--- config.mk ---
export PLATFORM = sky130hd
export DESIGN_NAME = pip_edge_cell
export DESIGN_NICKNAME = d
export VERILOG_FILES = /design/src/design/pip_pkg.sv /design/src/design/pip_edge_cell.sv
export SDC_FILE = /design/constraint.sdc
export NUM_CORES = 2
export LEC_CHECK = 0
export BUFFER_PORTS_ARGS = -buffer_cell sky130_fd_sc_hd__buf_2
export CAP_MARGIN = 20
export CORE_MARGIN = 2
export CORE_UTILIZATION = 60
export DETAILED_ROUTE_END_ITERATION = 10
export MAX_ROUTING_LAYER = met4
export PLACE_DENSITY = 0.76
export SLEW_MARGIN = 15
export SYNTH_ARGS = -nofsm -noshare
export SYNTH_HDL_FRONTEND = slang
export SYNTH_SLANG_ARGS = --single-unit
--- constraint.sdc ---
create_clock -name clk -period 10.9 [get_ports clk]
set_input_delay 2.18 -clock clk [delete_from_list [all_inputs] [get_ports clk]]
set_output_delay 2.18 -clock clk [all_outputs]
set_load 0.01 [all_outputs]
--- src/design/pip_pkg.sv ---
// ----------------------------------------------------------------------------
// pip_pkg: shared definitions for the point-in-polygon classifier
// Command codes, field widths and the record that moves along the edge chain.
// ----------------------------------------------------------------------------
package pip_pkg;

  localparam int COORD_W          = 16;
  localparam int CMD_W            = 2;
  localparam int COUNT_W          = 6;
  localparam int MIN_POLY         = 3;
  localparam int MAX_VERTICES_DEF = 32;

  localparam logic [CMD_W-1:0] CMD_CLEAR  = 2'd0;
  localparam logic [CMD_W-1:0] CMD_APPEND = 2'd1;
  localparam logic [CMD_W-1:0] CMD_TEST   = 2'd2;

  // one test point travelling down the chain with its running parity
  typedef struct packed {
    logic                      valid;
    logic signed [COORD_W-1:0] px;
    logic signed [COORD_W-1:0] py;
    logic                      parity;
  } chain_t;

endpackage

--- src/design/pip_edge_cell.sv ---
// ----------------------------------------------------------------------------
// pip_edge_cell: one polygon edge of the classifier chain
// Holds both endpoints of one edge, forms the exact crossing products for the
// point passing by, and toggles the parity when an enabled edge crosses its ray.
// ----------------------------------------------------------------------------
module pip_edge_cell (
  input  logic                               clk,
  input  logic                               rst,
  input  logic                               adv,
  input  logic                               load_i,
  input  logic                               load_j,
  input  logic signed [pip_pkg::COORD_W-1:0] wi_x,
  input  logic signed [pip_pkg::COORD_W-1:0] wi_y,
  input  logic signed [pip_pkg::COORD_W-1:0] wj_x,
  input  logic signed [pip_pkg::COORD_W-1:0] wj_y,
  input  logic                               edge_en,
  input  pip_pkg::chain_t                    chain_in,
  output pip_pkg::chain_t                    chain_out
);
  import pip_pkg::*;

  localparam int DIFF_W = COORD_W + 1;
  localparam int PROD_W = 2 * DIFF_W;

  logic signed [COORD_W-1:0] xi, yi, xj, yj;

  logic signed [DIFF_W-1:0] dy, da, db, dc;
  logic signed [PROD_W-1:0] lhs_c, rhs_c;
  logic                     straddle_c;

  chain_t                   st;
  logic signed [PROD_W-1:0] lhs, rhs;
  logic                     straddle, dypos;
  logic                     left;

  // edge endpoints, written only while no test is in flight
  always_ff @(posedge clk) begin
    if (load_i) begin
      xi <= wi_x;
      yi <= wi_y;
    end
    if (load_j) begin
      xj <= wj_x;
      yj <= wj_y;
    end
  end

  always_comb begin
    dy         = DIFF_W'(yj) - DIFF_W'(yi);
    da         = DIFF_W'(chain_in.px) - DIFF_W'(xi);
    db         = DIFF_W'(xj) - DIFF_W'(xi);
    dc         = DIFF_W'(chain_in.py) - DIFF_W'(yi);
    lhs_c      = PROD_W'(da) * PROD_W'(dy);
    rhs_c      = PROD_W'(db) * PROD_W'(dc);
    straddle_c = (yi > chain_in.py) != (yj > chain_in.py);
  end

  always_ff @(posedge clk) begin
    if (rst) begin
      st.valid <= 1'b0;
    end else if (adv) begin
      st.valid <= chain_in.valid;
    end
    if (adv) begin
      st.px     <= chain_in.px;
      st.py     <= chain_in.py;
      st.parity <= chain_in.parity;
      lhs       <= lhs_c;
      rhs       <= rhs_c;
      straddle  <= straddle_c;
      dypos     <= dy > DIFF_W'(0);
    end
  end

  // sense of the compare flips when the edge runs downward
  assign left = dypos ? (lhs < rhs) : (lhs > rhs);

  always_comb begin
    chain_out        = st;
    chain_out.parity = st.parity ^ (edge_en & straddle & left);
  end

endmodule

==> impl_metrics.tcl <==
set metrics [dict create \
    status "complete, no violations" \
    worstPathArrival_ps 10650 \
    synth_cells 3250 \
    fp.dieH_um 233 \
    rrSetupSlack_ps 1880 \
    grt_pass1_wl_mm 142 \
    r2r-end "lhs[33]" \
    die-area_um2 54100 \
    fin_cells 4085 \
    critical-path-slowest-cell "fa_1" \
    finalInstanceArea_um2 33800 \
    ctsResizeCount 0 \
    cts.htree.levels 4 \
    relSlewSlack_pct 22.7 \
    core_um2 51500 \
    rows 83 \
    worstHoldPathType "reg -> reg" \
    ys_ff_latch 168 \
    fin_crit_sh_pct 95.6 \
    clock-sinks 168 \
    timing.rr.start "yi[0]" \
    syn_area_per_cell_um2 9.65 \
    vias_per_cell 5.79 \
    area_growth_pct 7.63 \
    cts_made_buffers 17 \
    clk_pin_slew_ps 80 \
    critPathMaxFanout 11 \
    grt_pass1_vias 25100 \
    synthArstFlopShare_pct 0 \
    max_freq_ghz 0.0959 \
    setup_ws_ps 477 \
    placed_area_um2 33100 \
    ant_nets 0 \
    drt_iter0_drc 2049 \
    grt_usage_pct 36.3 \
    ys_warn_count 0 \
    root_buffer "clkbuf_16" \
    hpwl_mm 75.0 \
    met1_length_mm 36.6 \
    hold_buffers 0 \
    cp_slowest_stage_delay_ps 700 \
    yosysSeqAreaShare_pct 16.1 \
    synth_nets 4234 \
    placed_cells 4047 \
    grt_setup_unrepaired "no" \
    met2_wirelength_mm 41.4 \
    grt_max_degree 74 \
    cts_setup_buffers 0 \
    drive_gt1_share_pct 8.47 \
    wl_per_cell_um 22.1 \
    hold_viol 0 \
    cp-startpoint "chain_in[17]" \
    maxSlewViolCount 0 \
    synth-edff-count 167 \
    path_common_cell "fa_1" \
    nNetsFinal 4371 \
    cp-end-kind "flop" \
    setup_viol_count_final 0 \
    antenna_found_initial 4 \
    clock_latency_ps 490 \
    startpoint_type "input pin" \
    met3WireLength_mm 9.64 \
    grt_overflow_total 0 \
    path_class "in -> reg" \
    max-cap-violations 0 \
    hold_depth 2 \
    cts_tree "yes" \
    io_buffers 137 \
    initial_utilization_pct 60.9 \
    worstMarginPinSlew_ps 1160 \
    cp_num_buf_inv 6 \
    fin_worst_skew_ps 18.3 \
    hold_start "chain_out[33]" \
    clock_path_buffers 2 \
    fin_setup_tns_ps 0 \
    drtPass1Iterations 6 \
    gp_congestion 1.01 \
    rr_worst_depth 30 \
    required_ps 11120 \
    synthFlopType "edfxtp_1" \
    hold_end "chain_out[33]" \
    drc 0 \
    synth_area_um2 31400 \
    top_layer "met4" \
    drt-total-wl_mm 90.5 \
    cp_top_family "adder cells" \
    die_x_um 233 \
    preCtsSetupSlack_ps 112 \
    ys_types 70 \
    fin_crit_ps 10420 \
    num_vias 23600 \
    num_io_pins 138 \
]
[metal layers]
metal  track usage (%)  up-vias
li1                  -    10400
met5                 -        -
met4              10.9        0
met3              8.49      164
met1              48.7    11800
met2              55.4     1265
[cell usage after synthesis, drive strengths merged, types with 4 or more instances]
master / number / area (um^2)
a2111oi: 5 / 43.8
a211o: 5 / 43.8
a211oi: 20 / 150
a21boi: 7 / 52.6
a21o: 31 / 233
a21oi: 87 / 435
a311oi: 5 / 43.8
a31oi: 11 / 68.8
and2: 58 / 363
and3: 16 / 100
buf: 35 / 255
clkbuf: 75 / 282
edfxtp: 167 / 5010
fa: 596 / 11900
ha: 284 / 3550
inv: 706 / 2650
mux2i: 5 / 50.1
nand2: 329 / 1230
nand2b: 36 / 225
nand3: 53 / 265
nand3b: 6 / 45.0
nand4: 14 / 87.6
nor2: 249 / 935
nor2b: 45 / 289
nor3: 37 / 196
nor4: 4 / 25.0
o211ai: 11 / 82.6
o21a: 39 / 293
o21ai: 69 / 345
o21bai: 5 / 37.5
o311ai: 4 / 35.0
o31a: 8 / 70.1
o31ai: 11 / 82.6
or2: 15 / 93.8
or3: 21 / 131
xnor2: 92 / 813
xor2: 44 / 385
[flip-flops by register name, indices dropped and copies added (netlist names)]
| name | count |
|---|---|
| chain_out | 33 |
| dypos | 1 |
| lhs | 34 |
| rhs | 34 |
| st | 1 |
| straddle | 1 |
| xi | 16 |
| xj | 16 |
| yi | 16 |
| yj | 16 |
[cell usage in the layout, fill, tap and decap left out, types with 13 or more instances in the layout]
cell type  count
ha_1         284
a211oi_1      20
clkbuf_16     17
edfxtp_1     167
xnor2_1       86
o21ai_0       64
a21oi_1       87
nand3_1       53
and3_1        16
nor3_1        36
buf_2        136
buf_4         90
nand2b_1      36
inv_1        705
o21a_1        39
xor2_1        44
nor2b_1       44
nand2_1      329
fa_1         596
nor2_1       249
and2_1        58
a21o_1        31
nand4_1       14
or2_2         13
or3_1         21
[worst min-delay path, stage by stage (launching register included)]
cell,delay [ps]
dfxtp_1,350
mux2i_1,70
nor2_1,80
[worst max path at each step]
stage | slack, ps | end | cells past startpoint
4_1_cts | 590 | lhs[33] | 31
3_3_place_gp | 190 | lhs[33] | 34
2_1_floorplan | 810 | lhs[33] | 29
3_5_place_dp | 110 | lhs[33] | 31
6_report | 480 | lhs[33] | 31
5_1_grt | 100 | lhs[33] | 31
[kinds of logic after synthesis]
logic type / synth area share [%]
AOI/OAI and AO/OA: 7.26
xor gates and xnor gates: 3.82
adders and majority gates: 49.4
buffers and inverters: 10.2
DFF: 16.1
muxes: 0.160
and+or+nand+nor: 13.2
[through the flow]
step	hold slack [ps]	utilization [%]
floorplan	462	-
global placement	476	64.2
detailed placement	504	64.2
CTS	527	65.5
global route	570	65.5
finish	528	65.5
[cell type report]
class                   count  area [um^2]
clock buffers              17          425
clock inverters            15          219
inverters                 706         2650
repair buffers            228         1380
well taps                 680          851
flip-flops and latches    168         5030
multi-input cells        2266        23200
fillers                  4177        17800
diodes                      5         12.5
Power is not shown: default switching activity piles up to over one toggle a cycle in this logic, so the estimate is an artifact.
